File: config.mk
export PLATFORM = sky130hd
export DESIGN_NAME = piecewise_linear_resistance_lookup
export DESIGN_NICKNAME = d
export VERILOG_FILES = /design/src/hdl/pwlr_pkg.sv /design/src/hdl/piecewise_linear_resistance_lookup.sv
export SDC_FILE = /design/constraint.sdc
export NUM_CORES = 1
export LEC_CHECK = 0
export ABC_CLOCK_PERIOD_IN_PS = 27200
export BUFFER_PORTS_ARGS = -buffer_cell sky130_fd_sc_hd__buf_2
export CORE_UTILIZATION = 23
export DETAILED_ROUTE_END_ITERATION = 7
export HOLD_SLACK_MARGIN = 0.08
export SETUP_SLACK_MARGIN = 0.02
export SKIP_CTS_REPAIR_TIMING = 1
export SLEW_MARGIN = 10
export SYNTH_ARGS = -nofsm -noshare
export SYNTH_HDL_FRONTEND = slang
export SYNTH_SLANG_ARGS = --single-unit
File: constraint.sdc
create_clock -name clk -period 27.2 [get_ports clk]
set_input_delay 4.08 -clock clk [delete_from_list [all_inputs] [get_ports clk]]
set_output_delay 4.08 -clock clk [all_outputs]
set_load 0.005 [all_outputs]
File: src/hdl/pwlr_pkg.sv
`timescale 1ns / 1ps
// ----------------------------------------------------------------------------
// Piecewise linear resistance lookup package
// Curve selector codes, breakpoint and resistance tables, and the constants
// of the divide-by-fifty reciprocal used for rounding.
// ----------------------------------------------------------------------------
package pwlr_pkg;

	localparam int TABLE_POINTS = 8;
	localparam int SEG_WIDTH    = 160;

	typedef logic [1:0] cmd_t;

	localparam cmd_t CMD_MIXED = 2'd0;
	localparam cmd_t CMD_EMPTY = 2'd1;
	localparam cmd_t CMD_FULL  = 2'd2;
	localparam cmd_t CMD_NONE  = 2'd3;

	typedef logic [7:0]         tab_val_t;
	typedef logic [2:0]         seg_t;
	typedef logic signed [12:0] pos_t;

	localparam pos_t BREAK_POINT [TABLE_POINTS] = '{
		13'sd0, 13'sd160, 13'sd320, 13'sd480, 13'sd640, 13'sd800, 13'sd960, 13'sd1120
	};

	localparam tab_val_t MIXED_TAB [TABLE_POINTS] = '{
		8'd0, 8'd34, 8'd42, 8'd53, 8'd72, 8'd92, 8'd116, 8'd152
	};
	localparam tab_val_t EMPTY_TAB [TABLE_POINTS] = '{
		8'd0, 8'd45, 8'd54, 8'd67, 8'd92, 8'd118, 8'd148, 8'd198
	};
	localparam tab_val_t FULL_TAB [TABLE_POINTS] = '{
		8'd0, 8'd23, 8'd30, 8'd39, 8'd52, 8'd66, 8'd84, 8'd104
	};

	// Division by 50 is a multiply by ceil(2^26 / 50) and a shift; it is exact
	// for every dividend below 2^20.
	localparam int              RECIP_SHIFT = 26;
	localparam logic [20:0]     RECIP_50    = 21'd1342178;
	localparam logic [19:0]     ROUND_BIAS  = 20'd25;

	localparam logic signed [14:0] RES_MIN = -15'sd16384;
	localparam logic signed [14:0] RES_MAX = 15'sd16383;

	typedef struct packed {
		logic clamp;
		logic zero;
	} mode_t;

	function automatic tab_val_t tab_val(input cmd_t curve, input seg_t pt);
		tab_val_t v;
		case (curve)
			CMD_EMPTY: v = EMPTY_TAB[pt];
			CMD_FULL:  v = FULL_TAB[pt];
			default:   v = MIXED_TAB[pt];
		endcase
		return v;
	endfunction

endpackage

File: src/hdl/piecewise_linear_resistance_lookup.sv
`timescale 1ns / 1ps
// ----------------------------------------------------------------------------
// Piecewise linear resistance lookup
// Interpolates rolling resistance from train speed over one of three fixed
// eight-point curves, rounds to nearest and saturates to the output range.
// ----------------------------------------------------------------------------
//
//  Channel   Handshake              Payload
//  request   req_valid, req_stall   speed (12, signed), cmd (2)
//  result    res_valid, res_stall   resistance (15, signed)
//
// A new request is taken every cycle while req_stall is low; its result passes
// through an input register, a register after the segment multiply and the
// result register after the reciprocal multiply. Reset empties all three
// stages. A stalled result holds its stage, and the stages behind it fill
// before req_stall rises.
module piecewise_linear_resistance_lookup (
	input  logic                 clk,
	input  logic                 arst_n,
	input  logic                 req_valid,
	output logic                 req_stall,
	input  logic signed [11:0]   speed,
	input  pwlr_pkg::cmd_t       cmd,
	output logic                 res_valid,
	input  logic                 res_stall,
	output logic signed [14:0]   resistance
);
	import pwlr_pkg::*;

	logic               valid_s1, valid_s2;
	logic               en1, en2, en_out;
	logic signed [11:0] speed_s1;
	cmd_t               cmd_s1;
	logic signed [19:0] m_s2;
	mode_t              mode_s2;
	logic signed [14:0] resistance_q;
	logic               res_valid_q;

	assign en_out    = !res_valid_q || !res_stall;
	assign en2       = !valid_s2 || en_out;
	assign en1       = !valid_s1 || en2;
	assign req_stall = !en1;
	assign res_valid = res_valid_q;
	assign resistance = resistance_q;

	// Stage 1: input register.
	always_ff @(posedge clk or negedge arst_n) begin
		if (!arst_n) begin
			valid_s1 <= 1'b0;
		end else if (en1) begin
			valid_s1 <= req_valid;
		end
	end

	always_ff @(posedge clk) begin
		if (en1 && req_valid) begin
			speed_s1 <= speed;
			cmd_s1   <= cmd;
		end
	end

	// Segment selection and linear term.
	pos_t               x;
	seg_t               seg;
	pos_t               d;
	tab_val_t           y0;
	tab_val_t           y1;
	logic [6:0]         dy;
	logic [14:0]        ybase;
	logic signed [19:0] prod;
	logic signed [19:0] m;
	mode_t              mode;

	always_comb begin
		if (cmd_s1 == CMD_MIXED) begin
			x = speed_s1[11] ? -13'(speed_s1) : 13'(speed_s1);
		end else if (speed_s1 == 12'sd0) begin
			x = 13'(SEG_WIDTH);
		end else begin
			x = 13'(speed_s1);
		end
		seg = '0;
		for (int k = 1; k < TABLE_POINTS - 1; k++) begin
			if (x >= BREAK_POINT[3'(k)]) begin
				seg = 3'(k);
			end
		end
		d     = x - BREAK_POINT[seg];
		y0    = tab_val(cmd_s1, seg);
		y1    = tab_val(cmd_s1, seg + 3'd1);
		dy    = 7'(y1 - y0);
		ybase = 15'(32'(y0) * SEG_WIDTH);
		prod  = 20'(d) * $signed({13'd0, dy});
		m     = prod + $signed({5'd0, ybase});
		mode.clamp = (cmd_s1 == CMD_MIXED);
		mode.zero  = (cmd_s1 == CMD_NONE);
	end

	// Stage 2: register after the segment multiply.
	always_ff @(posedge clk or negedge arst_n) begin
		if (!arst_n) begin
			valid_s2 <= 1'b0;
		end else if (en2) begin
			valid_s2 <= valid_s1;
		end
	end

	always_ff @(posedge clk) begin
		if (en2 && valid_s1) begin
			m_s2    <= m;
			mode_s2 <= mode;
		end
	end

	// Rounded division by 25 of four times the linear term, then zeroing or saturation.
	logic               neg;
	logic [19:0]        mag_full;
	logic [19:0]        t;
	logic [40:0]        qprod;
	logic [14:0]        q;
	logic [15:0]        q_neg;
	logic signed [14:0] r;

	always_comb begin
		neg      = m_s2[19];
		mag_full = neg ? 20'(-m_s2) : 20'(m_s2);
		t        = {mag_full[16:0], 3'b000} + ROUND_BIAS;
		qprod    = 41'(t) * 41'(RECIP_50);
		q        = 15'(qprod >> RECIP_SHIFT);
		q_neg    = -{1'b0, q};
		if (mode_s2.zero || (mode_s2.clamp && neg)) begin
			r = '0;
		end else if (neg) begin
			r = ({1'b0, q} > 16'd16384) ? RES_MIN : $signed(q_neg[14:0]);
		end else begin
			r = q[14] ? RES_MAX : $signed(q);
		end
	end

	// Stage 3: result register.
	always_ff @(posedge clk or negedge arst_n) begin
		if (!arst_n) begin
			res_valid_q <= 1'b0;
		end else if (en_out) begin
			res_valid_q <= valid_s2;
		end
	end

	always_ff @(posedge clk) begin
		if (en_out && valid_s2) begin
			resistance_q <= r;
		end
	end

	a_stall_only_when_full: assert property (@(posedge clk) disable iff (!arst_n)
		req_stall |-> (valid_s1 && valid_s2 && res_valid_q))
		else $error("request stalled while the pipeline has room");

	a_unused_cmd_zero: assert property (@(posedge clk) disable iff (!arst_n)
		(valid_s2 && en_out && mode_s2.zero) |=> (resistance == 15'sd0))
		else $error("unused selector gave a nonzero result");

	a_mixed_not_negative: assert property (@(posedge clk) disable iff (!arst_n)
		(valid_s2 && en_out && mode_s2.clamp) |=> !resistance[14])
		else $error("mixed curve result is negative");

endmodule
; Word-level counts from Yosys, hierarchy flattened
; Memory sizes are Yosys's and may differ from the RTL's.
; Index checks and enable logic that the tools add are counted.
[word_totals]
register_bits = 54
rom_bits = 488
word_cells = 79
mem_count = 7
[memory_table]
columns = memory, depth, width, rd, rd_clocked_by_memory_dff, write_ports, line
row1 = (no name shown), 8, 13, 1, 0, 0, piecewise_linear_resistance_lookup.sv:88  ; d = x - BREAK_POINT[seg];
row2 = (no name shown), 8, 8, 1, 0, 0, pwlr_pkg.sv:56  ; default: v = MIXED_TAB[pt];
row3 = (no name shown), 8, 8, 1, 0, 0, pwlr_pkg.sv:55  ; CMD_FULL: v = FULL_TAB[pt];
row4 = (no name shown), 8, 8, 1, 0, 0, pwlr_pkg.sv:54  ; CMD_EMPTY: v = EMPTY_TAB[pt];
row5 = (no name shown), 8, 8, 1, 0, 0, pwlr_pkg.sv:56
row6 = (no name shown), 8, 8, 1, 0, 0, pwlr_pkg.sv:55
row7 = +1 memories, n/a, n/a, n/a, n/a, n/a, n/a
[op_classes]
n_addsub = 8
mul = 3
magnitude_cmp = 6
n_eq_ne = 3
mux = 26
bitwise = 2
n_reduce_logical = 15
[op_table]
columns = operator, count
row1 = 13-bit 2-to-1 mux, 5
row2 = 8-bit 2-to-1 mux, 6
row3 = 7-bit 2-to-1 mux, 6
row4 = 20-bit by 20-bit multiplier with 40-bit output (second input constant), 1
row5 = 15-bit 2-to-1 mux, 2
row6 = 13-bit by 10-bit >= comparator with 1-bit output (second input constant), 2
row7 = 20-bit by 16-bit adder with 20-bit output, 1
row8 = 20-bit by 5-bit adder with 20-bit output (second input constant), 1
row9 = 13-bit by 8-bit multiplier with 20-bit output, 1
row10 = 17-bit 2-to-1 mux, 1
row11 = 17-bit negation, 1
row12 = 8-bit one-hot mux with 2 select lines, 1
row13 = 15-bit > comparator (second input constant), 1
row14 = 15-bit negation, 1
row15 = 14-bit 2-to-1 mux, 1
row16 = 7-bit one-hot mux with 2 select lines, 1
row17 = 13-bit by 9-bit >= comparator with 1-bit output (second input constant), 1
row18 = 12-bit negation with 13-bit output, 1
row19 = 13-bit subtractor, 1
row20 = 12-bit zero test, 1
row21 = 8-bit by 3-bit multiplier with 10-bit output (second input constant), 1
row22 = 4-bit >= comparator (second input constant), 2
row23 = 3-bit inverter with 4-bit output, 2
row24 = 7-bit subtractor, 1
row25 = 10 further kinds, 21

; Depth between registers and ports, before layout
; Gate-level depths: netlist of run 1.
[logic_depth]
depth_word = 16
mapped_depth = 44
mapped_depth_nobuf = 43

; Worst setup path before layout of run 1
; OpenSTA, ideal clock, no wires.
[synth_timing]
path_type = register -> register
start = register m_s2[0]
end = register resistance_q[13], in the netlist resistance[13], data pin
arrival_ns = 9.378
required_time_ns = 26.923
setup_slack_ns = 17.545
stages_incl_launch_ff = 36
path_buffers = 1
cell_sequence = edfxtp_1 buf_2 inv_1 ha_1 nor2b_1 nor3b_1 o21ai_0 a21oi_1 nor3b_1 nor2b_1 nand2_1 or3_1 nor3_1 nand2_1 xor2_1 ha_1 inv_1 fa_1 inv_1 fa_1 fa_1 fa_1 fa_1 ha_1 ha_1 a21oi_1 o21ai_0 a21o_1 or3_1 o211ai_1 o21ai_0 or4b_4 nor4_2 nand2_1 xnor2_1 a211oi_2
[synth_via]
elab_chain_cells = 7
[synth_rtl]
columns = item, line
row1 = from (decl), piecewise_linear_resistance_lookup.sv:34  ; logic signed [19:0] m_s2;
row2 = from (signal assigned), piecewise_linear_resistance_lookup.sv:110  ; m_s2 <= m;
row3 = 17-bit negation, piecewise_linear_resistance_lookup.sv:126  ; mag_full = neg ? 20'(-m_s2) : 20'(m_s2);
row4 = 17-bit 2-to-1 mux (*), piecewise_linear_resistance_lookup.sv:126
row5 = 20-bit by 5-bit adder with 20-bit output (*), piecewise_linear_resistance_lookup.sv:127  ; t = {mag_full[16:0], 3'b000} + ROUND_BIAS;
row6 = 20-bit by 20-bit multiplier with 40-bit output (*), piecewise_linear_resistance_lookup.sv:128  ; qprod = 41'(t) * 41'(RECIP_50);
row7 = 15-bit negation / 15-bit > comparator (equally long branches), "piecewise_linear_resistance_lookup.sv:130, piecewise_linear_resistance_lookup.sv:134"
row8 = 15-bit 2-to-1 mux, piecewise_linear_resistance_lookup.sv:134  ; r = ({1'b0, q} > 16'd16384) ? RES_MIN : $signed(q_neg[14:0]);
row9 = 15-bit 2-to-1 mux (*), piecewise_linear_resistance_lookup.sv:133  ; end else if (neg) begin
row10 = to (signal assigned), piecewise_linear_resistance_lookup.sv:151  ; resistance_q <= r;
row11 = to (decl), piecewise_linear_resistance_lookup.sv:36  ; logic signed [14:0] resistance_q;
; Mark *: on every way between the ends. The rest lies on a longest branch, timed or not.
; A chain may end at the register's enable or synchronous reset.

; Final worst setup path of run 1
; Same ends and word-level chain as after synthesis.

==> flow_metrics.py, run 1 <==
metrics = {
    "logic_synthesis": {
        "synth_top_area_share_pct": 27.8,
        "ys_warn_count": 0,
        "syn_inst": 1581,
        "syn_avg_cell_area_um2": 9.28,
        "synth_ff_type": "edfxtp_1",
        "synth_edf_count": 49,
        "ys_seq_area_share_pct": 10.5,
        "synth_fp_nets": 2080,
        "syn_area_um2": 14700,
        "ys_ff_latch": 52,
        "synthArstFlopShare_pct": 5.77,
        "synth_area_leaders": "fa_1, ha_1, edfxtp_1",
        "synth_cell_types": 77,
        "yosysTopAreaCell": "fa_1",
    },
    "floorplanning": {
        "io_pins": 35,
        "die-area_um2": 64800,
        "die_x_um": 255,
        "core-area_um2": 63100,
        "fp.dieH_um": 255,
        "initial_core_util_pct": 23.3,
        "rows": 92,
    },
    "sta": {
        "min_period_ns": 10.86,
        "skew_ns": 0.0113,
        "worst_pin_slew_ns": 0.906,
        "max_freq_mhz": 92.0,
        "rsz0062_at_grt": "false",
        "finalHoldViolCount": 0,
        "drv_slew": 0,
        "setup_tns_ns": 0,
        "maxSlewHeadroom_pct": 39.5,
        "finalCritPeriodShare_pct": 39.9,
        "setup_viol": 0,
    },
    "global_route": {
        "grt_usage_pct": 10.1,
        "grt_max_degree": 56,
        "antenna_found_initial": 0,
        "grt_pass1_vias": 10800,
        "gr-total-overflow": 0,
        "grt_pass1_wl_mm": 52.9,
    },
    "place": {
        "dpl.hpwl_mm": 27.9,
        "place_congestion": 0.871,
        "portBuffers": 34,
    },
    "clock_network": {
        "clk_pin_slew_worst_paths_ns": 0.08,
        "numCtsBuffers": 5,
        "cts_buffer_depth": 2,
        "cts_tree": "yes",
        "clock_latency_ns": 0.31,
        "cts_sinks": 52,
        "ctsHtreeMaxLevel": 2,
        "cts-root-buf": "clkbuf_16",
    },
    "flow_run": {
        "drv_cap": 0,
    },
    "detailed_routing": {
        "wire_per_inst_um": 12.8,
        "viasPerCell": 4.20,
        "vias": 10300,
        "drc": 0,
        "drtAntennaViolNets": 0,
        "drt_wl_total_mm": 31.5,
        "drtIter0Drc": 546,
        "drtPass1Iterations": 5,
    },
    "min_path": {
        "min_from": "valid_s1",
        "hp-class": "register to register",
    },
    "critical_path": {
        "cp.required_ns": 27.24,
        "critical_path.startpoint": "m_s2[0]",
        "cp_max_fo": 9,
        "cp-start-kind": "register",
        "path_depth": 34,
        "cp_slowest_cell": "xor2_1",
        "rrSetupSlack_ns": 16.34,
        "r2r_cells": 34,
        "cp-end-kind": "register",
        "worstReg2RegStart": "m_s2[0]",
        "worst_r2r_endpoint": "resistance[13]",
        "cp_num_buf_inv": 3,
        "cp-endpoint": "resistance[13]",
        "crit_path_frequent_cell": "fa_1",
        "slowest_delay_ns": 0.74,
        "crit_arrival_ns": 10.91,
        "path_class": "register to register",
        "critPathTopFamily": "adder cells",
    },
    "finish": {
        "area_delta_synth_final_pct": 9.59,
        "final_common_cell": "inv_1",
        "final_cell_mix": "inv_1, ha_1, fa_1",
        "nets": 2113,
        "insertedDiodeCount": 0,
        "drive_gt1_share_pct": 6.07,
    },
    "status": {
        "outcome": "finished clean",
    },
}
## sequential cells by signal, summed over array words and instances, names as in the netlist
name / count
cmd_s1: 2
m_s2: 18
mode_s2: 2
res_valid: 1
resistance: 15
speed_s1: 12
valid_s1: 1
valid_s2: 1
## cells by family after synthesis
kind of cell | count (synthesis) | synth area share (%)
AND/OR/NAND/NOR | 333 | 11.4
flip-flops | 52 | 10.5
AO/OA/AOI/OAI | 207 | 9.65
multiplexers | 11 | 0.785
XOR/XNOR | 101 | 6.03
adder cells (fa/ha/maj) | 481 | 51.5
buffers and inverters | 396 | 10.2
## metrics by stage
stage / instance area, um^2 / instances / hold WS [ns] / worst slack (ns) / utilization, %
2_1_floorplan: 14700 / 1581 / 0.449 / 17.55 / -
3_3_place_gp: 15900 / 2453 / 0.461 / 16.51 / 25.3
3_5_place_dp: 15900 / 2453 / 0.479 / 16.37 / 25.3
4_1_cts: 16100 / 2461 / 0.494 / 16.32 / 25.5
5_1_grt: 16100 / 2461 / 0.522 / 15.45 / 25.5
6_report: 16100 / 2461 / 0.488 / 16.34 / 25.5
## cell type report
| type | instances | area (um^2) |
|---|---|---|
| multi-input cells | 1133 | 11600 |
| clock buffers | 5 | 125 |
| fillers | 6809 | 47000 |
| well taps | 846 | 1060 |
| clock inverters | 3 | 26.3 |
| inverters | 371 | 1390 |
| repair buffers | 51 | 298 |
| flip-flops and latches | 52 | 1550 |
## worst min-delay path by stage
stage | to | slack (ns) | depth (start not counted)
floorplan | valid_s2 | 0.45 | 1
global placement | valid_s2 | 0.46 | 1
detailed placement | valid_s2 | 0.48 | 1
CTS | valid_s2 | 0.49 | 1
global route | valid_s2 | 0.52 | 1
finish | valid_s2 | 0.49 | 1
## cells in the mapped netlist (11+ instances only)
cell,number
inv_1,371
ha_1,277
fa_1,204
nor2_1,110
nand2_1,74
a21oi_1,63
xnor2_1,59
edfxtp_1,49
xor2_1,42
a21o_1,28
nor3_1,27
o21ai_0,26
nand2b_1,22
clkbuf_1,18
nand3_1,16
nor2b_1,16
a31oi_1,11
## layer usage
metal  vias to the layer above  share of wire [%]  global-route usage (%)
met5                         -                  0                       0
met4                         0                1.3                    2.12
met3                        25                1.6                   0.704
met2                       112                 50                    18.3
met1                      5024                 47                    13.1
li1                       5182                  -                       -
Power of run 1 is not shown: default switching activity piles up to over one toggle a cycle in this logic, so the estimate is an artifact.
==> run 2, diff against run 1 <==
--- a/config.mk
+++ b/config.mk
@@ -5,7 +5,7 @@
 export SDC_FILE = /design/constraint.sdc
 export NUM_CORES = 1
 export LEC_CHECK = 0
-export ABC_CLOCK_PERIOD_IN_PS = 27200
+export ABC_CLOCK_PERIOD_IN_PS = 9600
 export BUFFER_PORTS_ARGS = -buffer_cell sky130_fd_sc_hd__buf_2
 export CORE_UTILIZATION = 23
 export DETAILED_ROUTE_END_ITERATION = 7
==> constraint.sdc (replaced) <==
create_clock -name clk -period 9.6 [get_ports clk]
set_input_delay 1.44 -clock clk [delete_from_list [all_inputs] [get_ports clk]]
set_output_delay 1.44 -clock clk [all_outputs]
set_load 0.005 [all_outputs]
==> run 2 against run 1 <==
Against the previous run: clock skew about the same; flip-flop and latch count is the same; hold slack improved by 0.0089 ns; design area up 3.8%; maximum frequency rose by 19%; non-clock buffer count is 39 higher; routed wire length increased by 5.4%; register-to-register slack worse by 16 ns.
==> flow_metrics.py, run 2 (synthesis results as in run 1) <==
metrics = {
    "critical_path": {
        "worstReg2RegStart": "m_s2[1]",
        "cp.required_ns": 9.76,
        "critPathTopFamily": "adder cells",
        "cp_slowest_cell": "fa_1",
        "path_class": "register to register",
        "cp-start-kind": "register",
        "slowest_delay_ns": 0.60,
        "rrSetupSlack_ns": 0.49,
        "r2r_cells": 31,
        "cp_num_buf_inv": 5,
        "cp_max_fo": 6,
        "crit_path_frequent_cell": "fa_1",
        "critical_path.startpoint": "m_s2[1]",
        "cp-end-kind": "register",
        "crit_arrival_ns": 9.27,
        "worst_r2r_endpoint": "resistance[13]",
    },
    "min_path": {
        "worstHoldPathCells": 1,
        "hp-class": "register to register",
        "min_from": "valid_s1",
        "worstHoldEndpoint": "valid_s2",
    },
    "finish": {
        "area_delta_synth_final_pct": 13.7,
        "final_common_cell": "inv_1",
        "drive_gt1_share_pct": 11.2,
        "nets": 2152,
        "largest-register": "m_s2",
        "final_cell_mix": "inv_1, ha_1, fa_1",
        "insertedDiodeCount": 0,
        "largest_reg_flops": 18,
        "instances_no_fill": 2500,
        "fillCellCount": 6802,
    },
    "sta": {
        "max_freq_mhz": 110,
        "worst_pin_slew_ns": 0.969,
        "hold_ws_ns": 0.497,
        "finalCritPeriodShare_pct": 94.9,
        "min_period_ns": 9.11,
        "drv_slew": 0,
        "maxSlewHeadroom_pct": 35.4,
        "setup_viol": 0,
        "finalHoldViolCount": 0,
        "skew_ns": 0.0114,
    },
    "floorplanning": {
        "die-area_um2": 64800,
        "die_x_um": 255,
        "io_pins": 35,
        "initial_core_util_pct": 23.3,
        "core-area_um2": 63100,
        "fp.dieH_um": 255,
        "rows": 92,
    },
    "place": {
        "place_congestion": 0.860,
        "post-place-cells": 2480,
        "dpl.hpwl_mm": 29.4,
        "portBuffers": 34,
    },
    "detailed_routing": {
        "vias": 10700,
        "wire_per_inst_um": 13.3,
        "drt_wl_total_mm": 33.3,
        "viasPerCell": 4.30,
        "drc": 0,
        "drtIter0Drc": 462,
        "drtAntennaViolNets": 0,
        "drtPass1Iterations": 5,
    },
    "global_route": {
        "grt_max_degree": 45,
        "grt_usage_pct": 10.7,
        "antenna_found_initial": 0,
        "grt_pass1_wl_mm": 55.9,
        "gr-total-overflow": 0,
        "grt_pass1_vias": 11500,
    },
    "clock_network": {
        "clk_pin_slew_worst_paths_ns": 0.08,
        "cts_buffer_depth": 2,
        "cts_sinks": 52,
        "numCtsBuffers": 5,
        "cts-root-buf": "clkbuf_16",
        "ctsHtreeMaxLevel": 2,
        "clock_latency_ns": 0.31,
        "cts_tree": "yes",
    },
    "status": {
        "outcome": "finished clean",
    },
    "flow_run": {
        "drv_cap": 0,
    },
}
-- run 2: area by class of cell --
type                       count  area (um^2)  area share (%)
tap                          846         1060            6.34
inverter                     371         1390            8.34
clock buffer                   5          125           0.750
sequential                    52         1550            9.27
multi-input combinational   1133        11900            71.5
clock inverter                 3         28.8           0.172
timing repair buffer          90          607            3.64
-- run 2: stage by stage --
step | setup slack (ns) | TNS (ns) | area [um^2] | util (%)
final | 0.493 | 0 | 16700 | 26.5
after CTS | -0.810 | -1.08 | 16300 | 25.8
after global routing | -0.0987 | -0.747 | 16700 | 26.5
after global placement | -0.570 | -0.570 | 16200 | 25.6
after detailed placement | -0.770 | -0.909 | 16200 | 25.6
after floorplan | 0.0963 | 0 | 14700 | -
-- run 2: how the worst max path moves through the flow --
| stage | depth (start not counted) | endpoint |
|---|---|---|
| finish | 31 | resistance[13] |
| floorplan | 35 | resistance[13] |
| detailed placement | 40 | m_s2[19] |
| global placement | 40 | m_s2[19] |
| CTS | 40 | m_s2[19] |
| global route | 37 | resistance[10] |
-- run 2: layer usage --
metal / up-vias / share of wire (%) / wire, um / GRT usage [%]
met3: 39 / 3.2 / 1060 / 1.32
li1: 5249 / - / - / -
met4: 0 / 2.1 / 715 / 2.79
met2: 149 / 51 / 16900 / 19.6
met5: - / 0 / 0 / 0
met1: 5309 / 44 / 14600 / 13.2
-- run 2: worst reg2reg max path: cells and delay by family, from the launching register on --
family | cells | cell delay, ns
AO/OA/AOI/OAI | 5 | 1.07
XOR/XNOR | 3 | 0.91
adder cells (fa/ha/maj) | 8 | 3.66
buffers and inverters | 5 | 0.44
flip-flops | 1 | 0.40
AND/OR/NAND/NOR | 10 | 2.48
Power of run 2 is left out for the same reason.
